[src/rtl/osr_pkg.sv]
// package for the online segment regression log-likelihood block
// holds constants, status codes, state codes and unit request types; no dependencies
package osr_pkg;

   localparam int MAX_SEGMENT = 4096;
   localparam int CNT_W = 13;
   localparam int MUL_W = 33;
   localparam int PROD_W = 2 * MUL_W;
   localparam int DVD_W = 128;
   localparam int DVS_W = 64;
   localparam int ITER_W = 8;

   localparam logic [CNT_W-1:0] MIN_LENGTH_RESET = CNT_W'(2);
   localparam logic [CNT_W-1:0] MAX_SEGMENT_CNT = CNT_W'(MAX_SEGMENT);
   localparam logic signed [MUL_W-1:0] ONE_PLUS_LN2PI_Q16 = 33'sd185983;
   localparam logic [31:0] LN2_Q32 = 32'd2977044472;
   localparam logic [DVD_W-1:0] QUOT_CAP = DVD_W'(1) << 62;

   localparam logic [1:0] STATUS_OK = 2'd0;
   localparam logic [1:0] STATUS_DEGENERATE = 2'd1;
   localparam logic [1:0] STATUS_SATURATED = 2'd2;

   typedef enum logic [28:0] {
      ST_IDLE      = 29'h0000_0001,
      ST_CHECK     = 29'h0000_0002,
      ST_DIVX_GO   = 29'h0000_0004,
      ST_DIVX_WAIT = 29'h0000_0008,
      ST_DIVY_GO   = 29'h0000_0010,
      ST_DIVY_WAIT = 29'h0000_0020,
      ST_MULX      = 29'h0000_0040,
      ST_MULY      = 29'h0000_0080,
      ST_MULP      = 29'h0000_0100,
      ST_DIVP_GO   = 29'h0000_0200,
      ST_DIVP_WAIT = 29'h0000_0400,
      ST_DIVM_GO   = 29'h0000_0800,
      ST_DIVM_WAIT = 29'h0000_1000,
      ST_SQ0       = 29'h0000_2000,
      ST_SQ1       = 29'h0000_4000,
      ST_SQ2       = 29'h0000_8000,
      ST_SQ3       = 29'h0001_0000,
      ST_D0        = 29'h0002_0000,
      ST_D1        = 29'h0004_0000,
      ST_DIVQ_GO   = 29'h0008_0000,
      ST_DIVQ_WAIT = 29'h0010_0000,
      ST_NORM      = 29'h0020_0000,
      ST_LOGM      = 29'h0040_0000,
      ST_LOGS      = 29'h0080_0000,
      ST_LNMUL     = 29'h0100_0000,
      ST_LNRND     = 29'h0200_0000,
      ST_LLMUL     = 29'h0400_0000,
      ST_LLFIN     = 29'h0800_0000,
      ST_EMIT      = 29'h1000_0000
   } state_type;

   typedef struct packed {
      logic                     load;
      logic signed [MUL_W-1:0]  a;
      logic signed [MUL_W-1:0]  b;
   } mul_req_type;

   typedef struct packed {
      logic                     start;
      logic [DVD_W-1:0]         dividend;
      logic [DVS_W-1:0]         divisor;
      logic [ITER_W-1:0]        iter;
   } div_req_type;

   typedef struct packed {
      logic                     done;
      logic [DVD_W-1:0]         quotient;
   } div_rsp_type;

   typedef struct packed {
      logic signed [31:0]       log_likelihood;
      logic [CNT_W-1:0]         segment_length;
      logic [1:0]               status;
   } result_type;

endpackage

[src/rtl/osr_mul.sv]
// shared signed multiplier with registered product
// depends on osr_pkg
module osr_mul
   import osr_pkg::*;
(
   input  logic                      clock,
   input  mul_req_type               mul_req,
   output logic signed [PROD_W-1:0]  prod
);

   logic signed [PROD_W-1:0] prod_ff;
   logic signed [PROD_W-1:0] prod_in;

   always_comb begin
      prod_in = prod_ff;
      if (mul_req.load) begin
         prod_in = PROD_W'(mul_req.a) * PROD_W'(mul_req.b);
      end
   end

   always_ff @(posedge clock) begin
      prod_ff <= prod_in;
   end

   assign prod = prod_ff;

endmodule

[config.mk]
export PLATFORM = sky130hd
export DESIGN_NAME = osr_mul
export DESIGN_NICKNAME = d
export VERILOG_FILES = /design/src/rtl/osr_pkg.sv /design/src/rtl/osr_mul.sv
export SDC_FILE = /design/constraint.sdc
export NUM_CORES = 2
export LEC_CHECK = 0
export BUFFER_PORTS_ARGS = -buffer_cell sky130_fd_sc_hd__buf_2
export CAP_MARGIN = 5
export CORE_ASPECT_RATIO = 0.8
export CORE_UTILIZATION = 50
export CTS_BUF_LIST = sky130_fd_sc_hd__clkbuf_4 sky130_fd_sc_hd__clkbuf_8 sky130_fd_sc_hd__clkbuf_16
export DETAILED_ROUTE_END_ITERATION = 16
export HOLD_SLACK_MARGIN = 0.15
export PLACE_DENSITY = 0.76
export SETUP_SLACK_MARGIN = 0.4
export SYNTH_ARGS = -nofsm -noshare
export SYNTH_HDL_FRONTEND = slang
export SYNTH_SLANG_ARGS = --single-unit
[constraint.sdc]
create_clock -name clock -period 15.6 [get_ports clock]
set_input_delay 2.34 -clock clock [delete_from_list [all_inputs] [get_ports clock]]
set_output_delay 2.34 -clock clock [all_outputs]
set_load 0.01 [all_outputs]
* Word-level counts from Yosys, hierarchy flattened
Cells that the tools add are included.
** Cells by class
- $mul :: 1
** Operators with widths (number)
- 33-bit by 33-bit multiplier with 66-bit output :: 1
** Word-level totals
- Register bits :: 66
- Output and inout port bits :: 66
- Word-level logic and storage cells :: 2

* Logic depth before layout (Yosys ltp)
- Depth after elaboration :: 1
- Mapped depth :: 27
- Depth with buffers taken out :: 26

* Worst setup path after synthesis
OpenSTA, ideal clock, no wires.
- Path kind :: input port to flip-flop
- From :: in mul_req[65] in the netlist's numbering
- To :: reg prod_ff[62], in the netlist prod[62] (data pin)
- Setup time :: 0.269 ns
- Data arrival time :: 9.436 ns
- Required time :: 15.331 ns
- Path slack :: 5.895 ns
- Cell stages on the path :: 23
- Buffers on the path :: 2
- Cells stage by stage :: clkbuf_1 -> nand2_1 -> inv_1 -> fa_1 -> fa_1 -> fa_1 -> fa_1 -> fa_1 -> fa_1 -> fa_1 -> inv_1 -> fa_1 -> inv_1 -> ha_1 -> clkbuf_1 -> and3_1 -> nand3_1 -> nand2b_1 -> a2111oi_4 -> a211oi_4 -> a21o_2 -> a211oi_2 -> a211oi_2
** On the way
- Longest elaborated chain between the ends :: 1
** Ends and longest elaborated chain
- start: declaration :: line osr_mul.sv:7 : input mul_req_type mul_req,
- 33-bit by 33-bit multiplier with 66-bit output :: line osr_mul.sv:17 : prod_in = PROD_W'(mul_req.a) * PROD_W'(mul_req.b);
- end signal: assignment :: line osr_mul.sv:22 : prod_ff <= prod_in;
- end: declaration :: line osr_mul.sv:11 : logic signed [PROD_W-1:0] prod_ff;
Every way passes these cells.
A chain may end at the register's enable or synchronous reset.

* Final worst setup path
- From :: in mul_req[3] in the netlist's numbering
- To :: reg prod_ff[64], in the netlist prod[64] (data pin)
Same word-level chain as after synthesis.

==> impl_metrics.csv <==
group,metric,value,unit
place,dp_hpwl,88700,um
detailed_routing,wl_per_cell,21.0,um
floorplanning,initial_core_util,51.0,%
yosys,syn_nets,5768,
yosys,yosysUniqueCellTypes,80,
run,cap_viol_max_count,0,
clocking,cts_root_buffer,"clkbuf_16",
grt,track_usage,28.9,%
yosys,syn_avg_cell_area,9.54,um2
clocking,tritoncts,"built",
detailed_routing,post-route-drc-count,0,
layout,largest_reg_flops,66,
critical_path,end_kind,"flip-flop",
place,portBuffers,133,
yosys,synth_ff_type,"edfxtp_1",
detailed_routing,via_per_inst,5.40,
timing,tns,0,ns
hold_path,holdCritPathClass,"in2reg",
grt,grt_overflow,0,
critical_path,cp.arrival,10.61,ns
detailed_routing,drt_wl_total,113000,um
yosys,ys_seq_area_share,4.79,%
clocking,clkSlewWorstSetupHoldPaths,0.07,ns
timing,hold_violations,0,
layout,area_growth_syn_to_layout,3.95,%
clocking,cts.sinks,66,
clocking,max-clock-path-buffers,2,
timing,rsz0062_at_grt,"false",
grt,antenna_found_initial,11,
critical_path,crit_path_start_kind,"input port",
layout,fin_nets,5706,
grt,grt_max_degree,67,
yosys,netlist_area,0.0414,mm2
critical_path,crit_required,15.76,ns
timing,slew_headroom,24.5,%
yosys,yosys.area.top_type_share,55.4,%
floorplanning,die_w,324,um
yosys,yosysWarnings,0,
place,dp.cells,5357,
clocking,htreeDepth,3,
clocking,ctsResizeCount,0,
detailed_routing,drtPass1Iterations,6,
timing,worstMarginPinSlew,1.13,ns
floorplanning,rows,93,
floorplanning,die-area,0.0840,mm2
layout,drive_above_1_share,4.70,%
timing,fmax,0.0957,GHz
timing,slew_viol_final,0,
place,pre_cts_slack,4.96,ns
status,status,"finished clean",
clocking,postCtsSetupRepairBufs,0,
floorplanning,die_h,259,um
clocking,hold_buffers,0,
timing,layout_min_cycle_time,10.45,ns
clocking,numCtsBuffers,9,
floorplanning,core,0.0812,mm2
yosys,synth_edf_count,66,
detailed_routing,vias,29100,
grt,grt_pass1_wl,183000,um
timing,timing.final.ws_setup,5.15,ns
place,gp_congestion,1.01,
critical_path,crit_type,"in2reg",
yosys,yosysTopAreaCell,"fa_1",
detailed_routing,antenna_left,0,
layout,stdcell_count,5377,
timing,setup_viol,0,
critical_path,crit_path_max_fanout,33,
floorplanning,io_pins,134,
grt,grt_pass1_vias,31800,
yosys,synth_area_leaders,"fa_1 (55%), inv_1 (10%), and2_1 (8.5%)",
yosys,syn-instance-count,4338,
timing,fin_crit_sh,67.0,%
detailed_routing,drtIter0Drc,2243,
yosys,synth_seq_cells,66,
yosys,ys_async_sr_fraction,0,%
[synth_stat cells (12+ instances only)]
master and instances:
a21o_1 36, a21oi_1 57, and2_1 562, clkbuf_1 208
edfxtp_1 66, fa_1 1145, ha_1 217, inv_1 1131
nand2_1 551, nand2b_1 12, nand3_1 25, nor2_1 68
o21ai_0 25, xnor2_1 43, xor2_1 25
[logic make-up after synthesis]
family,count (synthesis),share of synthesized area [%]
adders and majority gates,1362,61.9
xor gates and xnor gates,68,1.44
DFF,66,4.79
AOI/OAI and AO/OA,219,4.00
and+or+nand+nor,1271,15.5
buffers and inverters,1352,12.3
[final timing paths]
check	start	slack (ns)	to	cells past startpoint
setup / recovery	mul_req[3]	5.15	prod[64]$_DFFE_PP_	22
hold / removal	mul_req[0]	2.65	prod[0]$_DFFE_PP_	2
[cell type report]
cell class	instances	area [um2]
Multi-Input combinational cell	2920	34300
Tap cell	1092	1370
Fill cell	7227	38200
Timing Repair Buffer	148	778
Clock inverter	7	108
Sequential cell	66	1980
Antenna cell	4	10.0
Clock buffer	9	225
Inverter	1131	4250
[stage by stage]
step	instance area, um2	util (%)	hold slack (ns)
2_1_floorplan	41400	-	2.45
3_3_place_gp	42700	52.6	2.75
3_5_place_dp	42700	52.6	2.75
4_1_cts	43000	53.0	2.63
5_1_grt	43000	53.0	2.67
6_report	43000	53.0	2.65
[metal layers]
layer / global-route usage (%) / up-vias / part of all wire, %
met1: 41.0 / 15000 / 41
li1: - / 12300 / -
met5: 0 / - / 0.092
met2: 40.1 / 1619 / 41
met3: 13.9 / 153 / 16
met4: 5.56 / 16 / 1.7
[cells in the final DEF (no fill, tap or decap), drive strengths merged, types with 9 or more instances in the layout]
master	n
a211oi	11
a21o	38
a21oi	61
a31oi	9
and2	563
buf	148
clkbuf	9
edfxtp	66
fa	1145
ha	217
inv	1135
nand2	551
nand2b	12
nand3	26
nand4	12
nor2	68
o21ai	33
o21bai	11
xnor2	43
xor2	25
[worst max-delay path, cell delays in order]
cell and delay (ns):
buf_2 0.62, nand2_1 0.22, inv_1 0.18, fa_1 0.46
fa_1 0.51, fa_1 0.92, fa_1 0.55, fa_1 0.50
fa_1 0.54, fa_1 0.50, inv_1 0.05, fa_1 0.47
inv_1 0.05, ha_1 0.45, nand3_1 0.25, nor2_1 0.38
nand2_1 0.19, nor3_1 0.50, o311ai_4 0.26, nand3_2 0.18
a211oi_1 0.09, a311oi_1 0.38
Power is left out: the tool's default activity adds up to more than one toggle a clock period on the data nets, which glitch-free logic cannot reach.
