<file path="config.mk">
export PLATFORM = sky130hd
export DESIGN_NAME = osr_div
export DESIGN_NICKNAME = d
export VERILOG_FILES = /design/src/rtl/osr_pkg.sv /design/src/rtl/osr_div.sv
export SDC_FILE = /design/constraint.sdc
export NUM_CORES = 1
export LEC_CHECK = 0
export BUFFER_PORTS_ARGS = -buffer_cell sky130_fd_sc_hd__buf_4
export CAP_MARGIN = 40
export CORE_MARGIN = 2
export CORE_UTILIZATION = 55
export DETAILED_ROUTE_END_ITERATION = 16
export PLACE_DENSITY = 0.89
export SKIP_LAST_GASP = 1
export SYNTH_ARGS = -nofsm -noshare
export SYNTH_HDL_FRONTEND = slang
export SYNTH_SLANG_ARGS = --single-unit
</file>
<file path="constraint.sdc">
create_clock -name clock -period 10.3 [get_ports clock]
set_input_delay 2.06 -clock clock [delete_from_list [all_inputs] [get_ports clock]]
set_output_delay 2.06 -clock clock [all_outputs]
set_load 0.03 [all_outputs]
</file>
<file path="src/rtl/osr_pkg.sv">
// package for the online segment regression log-likelihood block
// holds constants, status codes, state codes and unit request types; no dependencies
package osr_pkg;

   localparam int MAX_SEGMENT = 4096;
   localparam int CNT_W = 13;
   localparam int MUL_W = 33;
   localparam int PROD_W = 2 * MUL_W;
   localparam int DVD_W = 128;
   localparam int DVS_W = 64;
   localparam int ITER_W = 8;

   localparam logic [CNT_W-1:0] MIN_LENGTH_RESET = CNT_W'(2);
   localparam logic [CNT_W-1:0] MAX_SEGMENT_CNT = CNT_W'(MAX_SEGMENT);
   localparam logic signed [MUL_W-1:0] ONE_PLUS_LN2PI_Q16 = 33'sd185983;
   localparam logic [31:0] LN2_Q32 = 32'd2977044472;
   localparam logic [DVD_W-1:0] QUOT_CAP = DVD_W'(1) << 62;

   localparam logic [1:0] STATUS_OK = 2'd0;
   localparam logic [1:0] STATUS_DEGENERATE = 2'd1;
   localparam logic [1:0] STATUS_SATURATED = 2'd2;

   typedef enum logic [28:0] {
      ST_IDLE      = 29'h0000_0001,
      ST_CHECK     = 29'h0000_0002,
      ST_DIVX_GO   = 29'h0000_0004,
      ST_DIVX_WAIT = 29'h0000_0008,
      ST_DIVY_GO   = 29'h0000_0010,
      ST_DIVY_WAIT = 29'h0000_0020,
      ST_MULX      = 29'h0000_0040,
      ST_MULY      = 29'h0000_0080,
      ST_MULP      = 29'h0000_0100,
      ST_DIVP_GO   = 29'h0000_0200,
      ST_DIVP_WAIT = 29'h0000_0400,
      ST_DIVM_GO   = 29'h0000_0800,
      ST_DIVM_WAIT = 29'h0000_1000,
      ST_SQ0       = 29'h0000_2000,
      ST_SQ1       = 29'h0000_4000,
      ST_SQ2       = 29'h0000_8000,
      ST_SQ3       = 29'h0001_0000,
      ST_D0        = 29'h0002_0000,
      ST_D1        = 29'h0004_0000,
      ST_DIVQ_GO   = 29'h0008_0000,
      ST_DIVQ_WAIT = 29'h0010_0000,
      ST_NORM      = 29'h0020_0000,
      ST_LOGM      = 29'h0040_0000,
      ST_LOGS      = 29'h0080_0000,
      ST_LNMUL     = 29'h0100_0000,
      ST_LNRND     = 29'h0200_0000,
      ST_LLMUL     = 29'h0400_0000,
      ST_LLFIN     = 29'h0800_0000,
      ST_EMIT      = 29'h1000_0000
   } state_type;

   typedef struct packed {
      logic                     load;
      logic signed [MUL_W-1:0]  a;
      logic signed [MUL_W-1:0]  b;
   } mul_req_type;

   typedef struct packed {
      logic                     start;
      logic [DVD_W-1:0]         dividend;
      logic [DVS_W-1:0]         divisor;
      logic [ITER_W-1:0]        iter;
   } div_req_type;

   typedef struct packed {
      logic                     done;
      logic [DVD_W-1:0]         quotient;
   } div_rsp_type;

   typedef struct packed {
      logic signed [31:0]       log_likelihood;
      logic [CNT_W-1:0]         segment_length;
      logic [1:0]               status;
   } result_type;

endpackage

</file>
<file path="src/rtl/osr_div.sv">
// shared restoring divider, one quotient bit per cycle
// depends on osr_pkg; dividend is left aligned for the requested bit count
module osr_div
   import osr_pkg::*;
(
   input  logic         clock,
   input  logic         reset,
   input  div_req_type  div_req,
   output div_rsp_type  div_rsp
);

   logic [DVS_W-1:0]  rem_ff, rem_in;
   logic [DVD_W-1:0]  dvd_ff, dvd_in;
   logic [DVD_W-1:0]  quo_ff, quo_in;
   logic [DVS_W-1:0]  dvs_ff, dvs_in;
   logic [ITER_W-1:0] cnt_ff, cnt_in;
   logic              busy_ff, busy_in;
   logic              done_ff, done_in;
   logic [DVS_W:0]    shifted;
   logic [DVS_W:0]    diff;
   logic              fits;

   always_comb begin
      shifted = {rem_ff, dvd_ff[DVD_W-1]};
      diff = shifted - {1'b0, dvs_ff};
      fits = (shifted >= {1'b0, dvs_ff});
      rem_in = rem_ff;
      dvd_in = dvd_ff;
      quo_in = quo_ff;
      dvs_in = dvs_ff;
      cnt_in = cnt_ff;
      busy_in = busy_ff;
      done_in = 1'b0;
      if (div_req.start) begin
         rem_in = '0;
         dvd_in = div_req.dividend;
         quo_in = '0;
         dvs_in = div_req.divisor;
         cnt_in = div_req.iter;
         busy_in = 1'b1;
      end else if (busy_ff) begin
         rem_in = fits ? diff[DVS_W-1:0] : shifted[DVS_W-1:0];
         dvd_in = {dvd_ff[DVD_W-2:0], 1'b0};
         quo_in = {quo_ff[DVD_W-2:0], fits};
         cnt_in = cnt_ff - ITER_W'(1);
         if (cnt_ff == ITER_W'(1)) begin
            busy_in = 1'b0;
            done_in = 1'b1;
         end
      end
   end

   always_ff @(posedge clock) begin
      if (reset) begin
         busy_ff <= 1'b0;
         done_ff <= 1'b0;
      end else begin
         busy_ff <= busy_in;
         done_ff <= done_in;
      end
      rem_ff <= rem_in;
      dvd_ff <= dvd_in;
      quo_ff <= quo_in;
      dvs_ff <= dvs_in;
      cnt_ff <= cnt_in;
   end

   assign div_rsp.done = done_ff;
   assign div_rsp.quotient = quo_ff;

endmodule

</file>
# Word level (Yosys, flattened, before mapping)
# Cells that the tools add are included.
totals:
  out_inout_bits: 129
  in_bits: 203
  register_bits: 394
  elab_cells: 23
op_classes:
  add_sub_neg: 2
  reduce_logical: 2
  bitwise: 1
  eq_ne: 1
  n_mux: 9
  order_cmp: 1
op_table:
  columns: ["operator", "count"]
  rows:
  - ["128-bit 2-to-1 mux", 2]
  - ["65-bit by 64-bit >= comparator with 1-bit output", 1]
  - ["64-bit 2-to-1 mux", 1]
  - ["64-bit subtractor", 1]
  - ["8-bit 2-to-1 mux", 2]
  - ["8-bit by 1-bit equality test with 1-bit output, second input constant", 1]
  - ["8-bit by 1-bit subtractor with 8-bit output, second input constant", 1]
  - ["1-bit 2-to-1 mux", 4]
  - ["3-bit OR reduction", 1]
  - ["2-bit nonzero test", 1]
  - ["1-bit NOT", 1]

# Logic depth before layout (Yosys ltp)
logic_depth:
  depth_word: 4
  depth_mapped: 15
  depth_no_buf: 13

# Least setup slack after synthesis
# OpenSTA, ideal clock, no wires.
synth_path:
  path_type: "input port to flip-flop"
  startpoint: "input port div_req[200] (netlist name)"
  endpoint: "register cnt_ff[0], enable pin"
  path_slack_ps: 4545
  t_required_ps: 9812
  stages: 4
  n_path_buf: 2
  arrival_ps: 5267
  cell_sequence: "clkbuf_1 -> nor2_1 -> clkbuf_1 -> inv_1"
synth_via:
  elab_chain_cells: 1
synth_lines:
  columns: ["item", "line", "source"]
  rows:
  - ["start: declaration", "osr_div.sv:8", "input div_req_type div_req,"]
  - ["2-bit nonzero test (no source line)", null, null]
  - ["end signal: assignment", "osr_div.sv:65", "cnt_ff <= cnt_in;"]
  - ["end: declaration", "osr_div.sv:16", "logic [ITER_W-1:0] cnt_ff, cnt_in;"]
# No other way between the ends.
# A chain may end at the register's enable or synchronous reset.

# Final worst setup path
layout_path:
  startpoint: "register dvs_ff[2]"
  endpoint: "register rem_ff[30]"
layout_via:
  elab_chain_cells: 2
  elab_cells_between_ends: 3
  classes_between: "add/sub: 1; order compare: 1; mux: 1"
layout_lines:
  columns: ["item", "line", "source"]
  rows:
  - ["start: declaration", "osr_div.sv:15", "logic [DVS_W-1:0] dvs_ff, dvs_in;"]
  - ["start signal: assignment", "osr_div.sv:64", "dvs_ff <= dvs_in;"]
  - ["64-bit subtractor or 65-bit by 64-bit >= comparator with 1-bit output (tied branches)", "osr_div.sv:25, osr_div.sv:26", null]
  - ["64-bit 2-to-1 mux *", "osr_div.sv:42", "rem_in = fits ? diff[DVS_W-1:0] : shifted[DVS_W-1:0];"]
  - ["end signal: assignment", "osr_div.sv:61", "rem_ff <= rem_in;"]
  - ["end: declaration", "osr_div.sv:12", "logic [DVS_W-1:0] rem_ff, rem_in;"]
# Every way passes the cells marked *; elsewhere a longest branch is shown, timed or not.

==> metrics.txt <==
# TYPE chip_impl_metric gauge
chip_impl_metric{name="hold_slack",unit="ns"} 0.483
chip_impl_metric{name="synth_fp_nets",unit=""} 2028
chip_impl_metric{name="edff_count_synth",unit=""} 200
chip_impl_metric{name="grt_start_max_net_pins",unit=""} 88
chip_impl_metric{name="timing.final.max_slew_violations",unit=""} 0
chip_impl_metric{name="io_buffer_count",unit=""} 331
chip_impl_metric{name="fin_util",unit=""} 0.679
chip_impl_metric{name="setup.reg_to_reg.worst_slack",unit="ns"} 5.98
chip_impl_metric{name="critical_path.max_fanout",unit=""} 31
chip_impl_info{name="endpoint_class_of_the_critical_path",value="flop"} 1
chip_impl_metric{name="placementRows",unit=""} 68
chip_impl_info{name="synthFlopType",value="edfxtp_1"} 1
chip_impl_info{name="synth_top_family_by_area",value="multiplexers"} 1
chip_impl_metric{name="timing.reg2reg.worst_path_depth",unit=""} 13
chip_impl_metric{name="place.detailed.instances",unit=""} 2466
chip_impl_info{name="hp-class",value="reg -> reg"} 1
chip_impl_metric{name="grt_util_all_layers",unit=""} 0.263
chip_impl_metric{name="postCtsHoldBufs",unit=""} 0
chip_impl_metric{name="numCtsBuffers",unit=""} 41
chip_impl_info{name="unrepaired_setup_endpoints_after_global_routing",value="false"} 1
chip_impl_metric{name="synth.yosys.warnings",unit=""} 0
chip_impl_metric{name="detail_route.vias_per_cell",unit=""} 5.76
chip_impl_info{name="cts-root-buf",value="clkbuf_16"} 1
chip_impl_metric{name="fraction_of_synthesized_cell_area_taken_by_the_top_area_cell_type",unit=""} 0.317
chip_impl_metric{name="layout.cell_area.non_filler",unit="um2"} 23300
chip_impl_metric{name="register_area",unit="um2"} 9890
chip_impl_info{name="layout.cells.most_common_list",value="buf_4, nor2_1, edfxtp_1, dfxtp_1, nand2_1"} 1
chip_impl_metric{name="syn-cell-area",unit="um2"} 19000
chip_impl_metric{name="drive_above_1_share",unit=""} 0.264
chip_impl_metric{name="finalWorstSetupSlack",unit="ns"} 5.98
chip_impl_metric{name="dpl.hpwl",unit="um"} 33600
chip_impl_metric{name="ioPinCount",unit=""} 332
chip_impl_metric{name="globalRouteOverflowTotal",unit=""} 0
chip_impl_info{name="worst_setup_path_endpoint",value="rem_ff[30]$_SDFFE_PP0P_"} 1
chip_impl_metric{name="worst_path_required",unit="ns"} 10.73
chip_impl_metric{name="leakage",unit="nW"} 9.85
chip_impl_metric{name="power.ir.vdd_worst",unit="V"} 0.000164
chip_impl_metric{name="multiInputGateArea",unit="um2"} 8340
chip_impl_metric{name="power_total",unit="mW"} 3.97
chip_impl_metric{name="antenna_cells_inserted",unit=""} 0
chip_impl_metric{name="synthSimpleGateAreaFrac",unit=""} 0.107
chip_impl_metric{name="syn-mean-instance-area",unit="um2"} 10.8
chip_impl_metric{name="timing.max_slew.rel_slack",unit=""} 0.405
chip_impl_metric{name="synthArstFlopShare",unit=""} 0
chip_impl_metric{name="fp.dieArea",unit="um2"} 36000
chip_impl_metric{name="dr_total_vias",unit=""} 14600
chip_impl_metric{name="final.setup.tns",unit="ns"} 0
chip_impl_metric{name="synth_fa_ha_area_frac",unit=""} 0.0446
chip_impl_metric{name="post-route-min-period",unit="ns"} 4.32
chip_impl_info{name="cts_tree",value="built"} 1
chip_impl_metric{name="synth.ff_latch_count",unit=""} 394
chip_impl_metric{name="grt_first_pass_wirelength",unit="um"} 76100
chip_impl_metric{name="fp.dieW",unit="um"} 190
chip_impl_metric{name="place_area",unit="um2"} 21800
chip_impl_info{name="startpoint_type",value="flop"} 1
chip_impl_metric{name="place_worst_setup_slack",unit="ns"} 5.51
chip_impl_metric{name="cap_viol_max_count",unit=""} 0
chip_impl_metric{name="mean_routed_wirelength_per_cell",unit="um"} 19.1
chip_impl_info{name="criticalPathCategory",value="reg -> reg"} 1
chip_impl_metric{name="synth_cell_type_count",unit=""} 64
chip_impl_info{name="rr_startpoint",value="dvs_ff[2]$_DFFE_PP_"} 1
chip_impl_info{name="outcome",value="complete, no violations"} 1
chip_impl_metric{name="design.core.area",unit="um2"} 34300
chip_impl_metric{name="worst-endpoint-arrival",unit="ns"} 4.75
chip_impl_info{name="dominant_cell_type_by_area_after_synthesis",value="edfxtp_1"} 1
chip_impl_metric{name="insertion_delay",unit="ns"} 0.55
chip_impl_info{name="yosys-top-cells-area",value="edfxtp_1, dfxtp_1, mux2i_1"} 1
chip_impl_info{name="layout.cells.most_common",value="buf_4"} 1
chip_impl_metric{name="syn_inst",unit=""} 1758
chip_impl_metric{name="wirelength",unit="um"} 48700
chip_impl_metric{name="flow.area_growth_from_synthesis",unit="%"} 22.7
chip_impl_metric{name="die_y",unit="um"} 190
chip_impl_metric{name="yosysSeqAreaShare",unit=""} 0.521
chip_impl_metric{name="post_detailed_route_drc_marker_count",unit=""} 0
chip_impl_metric{name="number_of_sinks_on_the_clock_net",unit=""} 394
chip_impl_metric{name="nets",unit=""} 2324
chip_impl_metric{name="first_global_vias",unit=""} 14600
chip_impl_metric{name="finalSetupViolations",unit=""} 0
chip_impl_metric{name="final-hold-violation-count",unit=""} 0
chip_impl_metric{name="antenna_found_initial",unit=""} 0
chip_impl_metric{name="detail-route-antenna-nets",unit=""} 0
chip_impl_metric{name="fmaxAchievable",unit="MHz"} 232
chip_impl_metric{name="layoutNonFillerInstCount",unit=""} 2542
chip_impl_metric{name="drt_pre_antenna_iters",unit=""} 8
chip_impl_metric{name="globalplace.congestion",unit=""} 0.976
chip_impl_metric{name="yosys.area_share.xor_xnor",unit=""} 0.0263
chip_impl_metric{name="clk_transition_reported_paths",unit="ns"} 0.06
chip_impl_metric{name="start_util",unit=""} 0.553
chip_impl_metric{name="htree_levels",unit=""} 2
chip_impl_metric{name="synth_compound_area_frac",unit=""} 0.107
chip_impl_metric{name="cts_repair_resize_count",unit=""} 0
chip_impl_metric{name="fin_crit_sh",unit=""} 0.419
chip_impl_metric{name="p_per_area",unit="nW/um2"} 171
chip_impl_metric{name="multiplexer_share_of_the_synthesized_area",unit=""} 0.154
chip_impl_info{name="worstReg2RegEnd",value="rem_ff[30]$_SDFFE_PP0P_"} 1
chip_impl_metric{name="layout.filler_cells",unit=""} 2435
chip_impl_info{name="startpoint",value="dvs_ff[2]$_DFFE_PP_"} 1
chip_impl_metric{name="detailedRoute.firstIterationViolations",unit=""} 1088
chip_impl_metric{name="skew",unit="ns"} 0.0165
chip_impl_metric{name="postCtsSetupBuffers",unit=""} 0
chip_impl_metric{name="timing_worst_slew_pin_value",unit="ns"} 0.893
chip_impl_metric{name="cts_buffer_depth",unit=""} 3
layer usage:
metal  vias to the layer above  GRT usage  wire length [um]
met2                       604      0.455             23900
met1                      6980      0.308             18600
met3                       138     0.0710              4060
met4                         0      0.113              2130
met5                         -          0                 0
li1                       6908          -                 -
power by group:
group | leakage [nW] | internal [mW] | switching (mW)
clock | 0.708 | 0.931 | 0.631
sequential | 3.57 | 1.76 | 0.0476
combinational | 5.58 | 0.262 | 0.334
total | 9.85 | 2.96 | 1.01
worst min-delay path by stage:
stage,from,to,slack [ns],depth (start not counted)
5_1_grt,quo_ff[0]$_SDFFE_PP0P_,quo_ff[0]$_SDFFE_PP0P_,0.52,2
6_report,rem_ff[20]$_SDFFE_PP0P_,rem_ff[20]$_SDFFE_PP0P_,0.48,2
3_3_place_gp,rem_ff[5]$_SDFFE_PP0P_,rem_ff[5]$_SDFFE_PP0P_,0.48,2
4_1_cts,rem_ff[20]$_SDFFE_PP0P_,rem_ff[20]$_SDFFE_PP0P_,0.49,2
2_1_floorplan,rem_ff[2]$_SDFFE_PP0P_,rem_ff[2]$_SDFFE_PP0P_,0.45,2
3_5_place_dp,rem_ff[20]$_SDFFE_PP0P_,rem_ff[20]$_SDFFE_PP0P_,0.48,2
logic make-up after synthesis:
family / count (synthesis)
xor+xnor: 57
simple gates: 472
flops: 394
buf+inv: 182
mux: 276
compound gates: 310
fa+ha+maj: 67
sequential cells by signal, summed over array words and instances, names as in the netlist:
name / count
busy_ff: 1
done_ff: 1
quo_ff: 128
dvd_ff: 128
cnt_ff: 8
rem_ff: 64
dvs_ff: 64
layout make-up:
| cell class | count | share of cell area |
|---|---|---|
| Multi-Input combinational cell | 1182 | 0.358 |
| Timing Repair Buffer | 346 | 0.116 |
| Sequential cell | 394 | 0.425 |
| Clock buffer | 58 | 0.0522 |
| Clock inverter | 18 | 0.00930 |
| Inverter | 89 | 0.0145 |
| Tap cell | 455 | 0.0245 |
Yosys cell counts (all sizes together) (6+ instances only):
cell type / instances
nor2: 211
edfxtp: 200
dfxtp: 194
nand2: 153
mux2i: 147
mux2: 129
inv: 89
a21oi: 76
o21ai: 76
clkbuf: 70
ha: 66
a311oi: 35
xnor2: 33
a21o: 32
xor2: 24
buf: 23
nand3: 20
nand4: 20
nor3: 16
o21bai: 15
and3: 13
a211oi: 9
a21boi: 9
and2: 9
a31oi: 8
o21a: 7
o31ai: 6
or3: 6
worst max-delay path, stage by stage, from the launching register on:
cell	delay, ns
edfxtp_1	0.37
inv_1	0.05
ha_1	0.35
a21oi_1	0.11
a21boi_1	0.26
a41oi_1	0.27
o21ai_1	0.41
nor4b_4	0.45
o2111ai_2	0.21
a21oi_2	0.24
or3_2	0.55
buf_4	0.48
nand2_1	0.12
a311oi_1	0.31
Power figures use the tool's default switching activity.
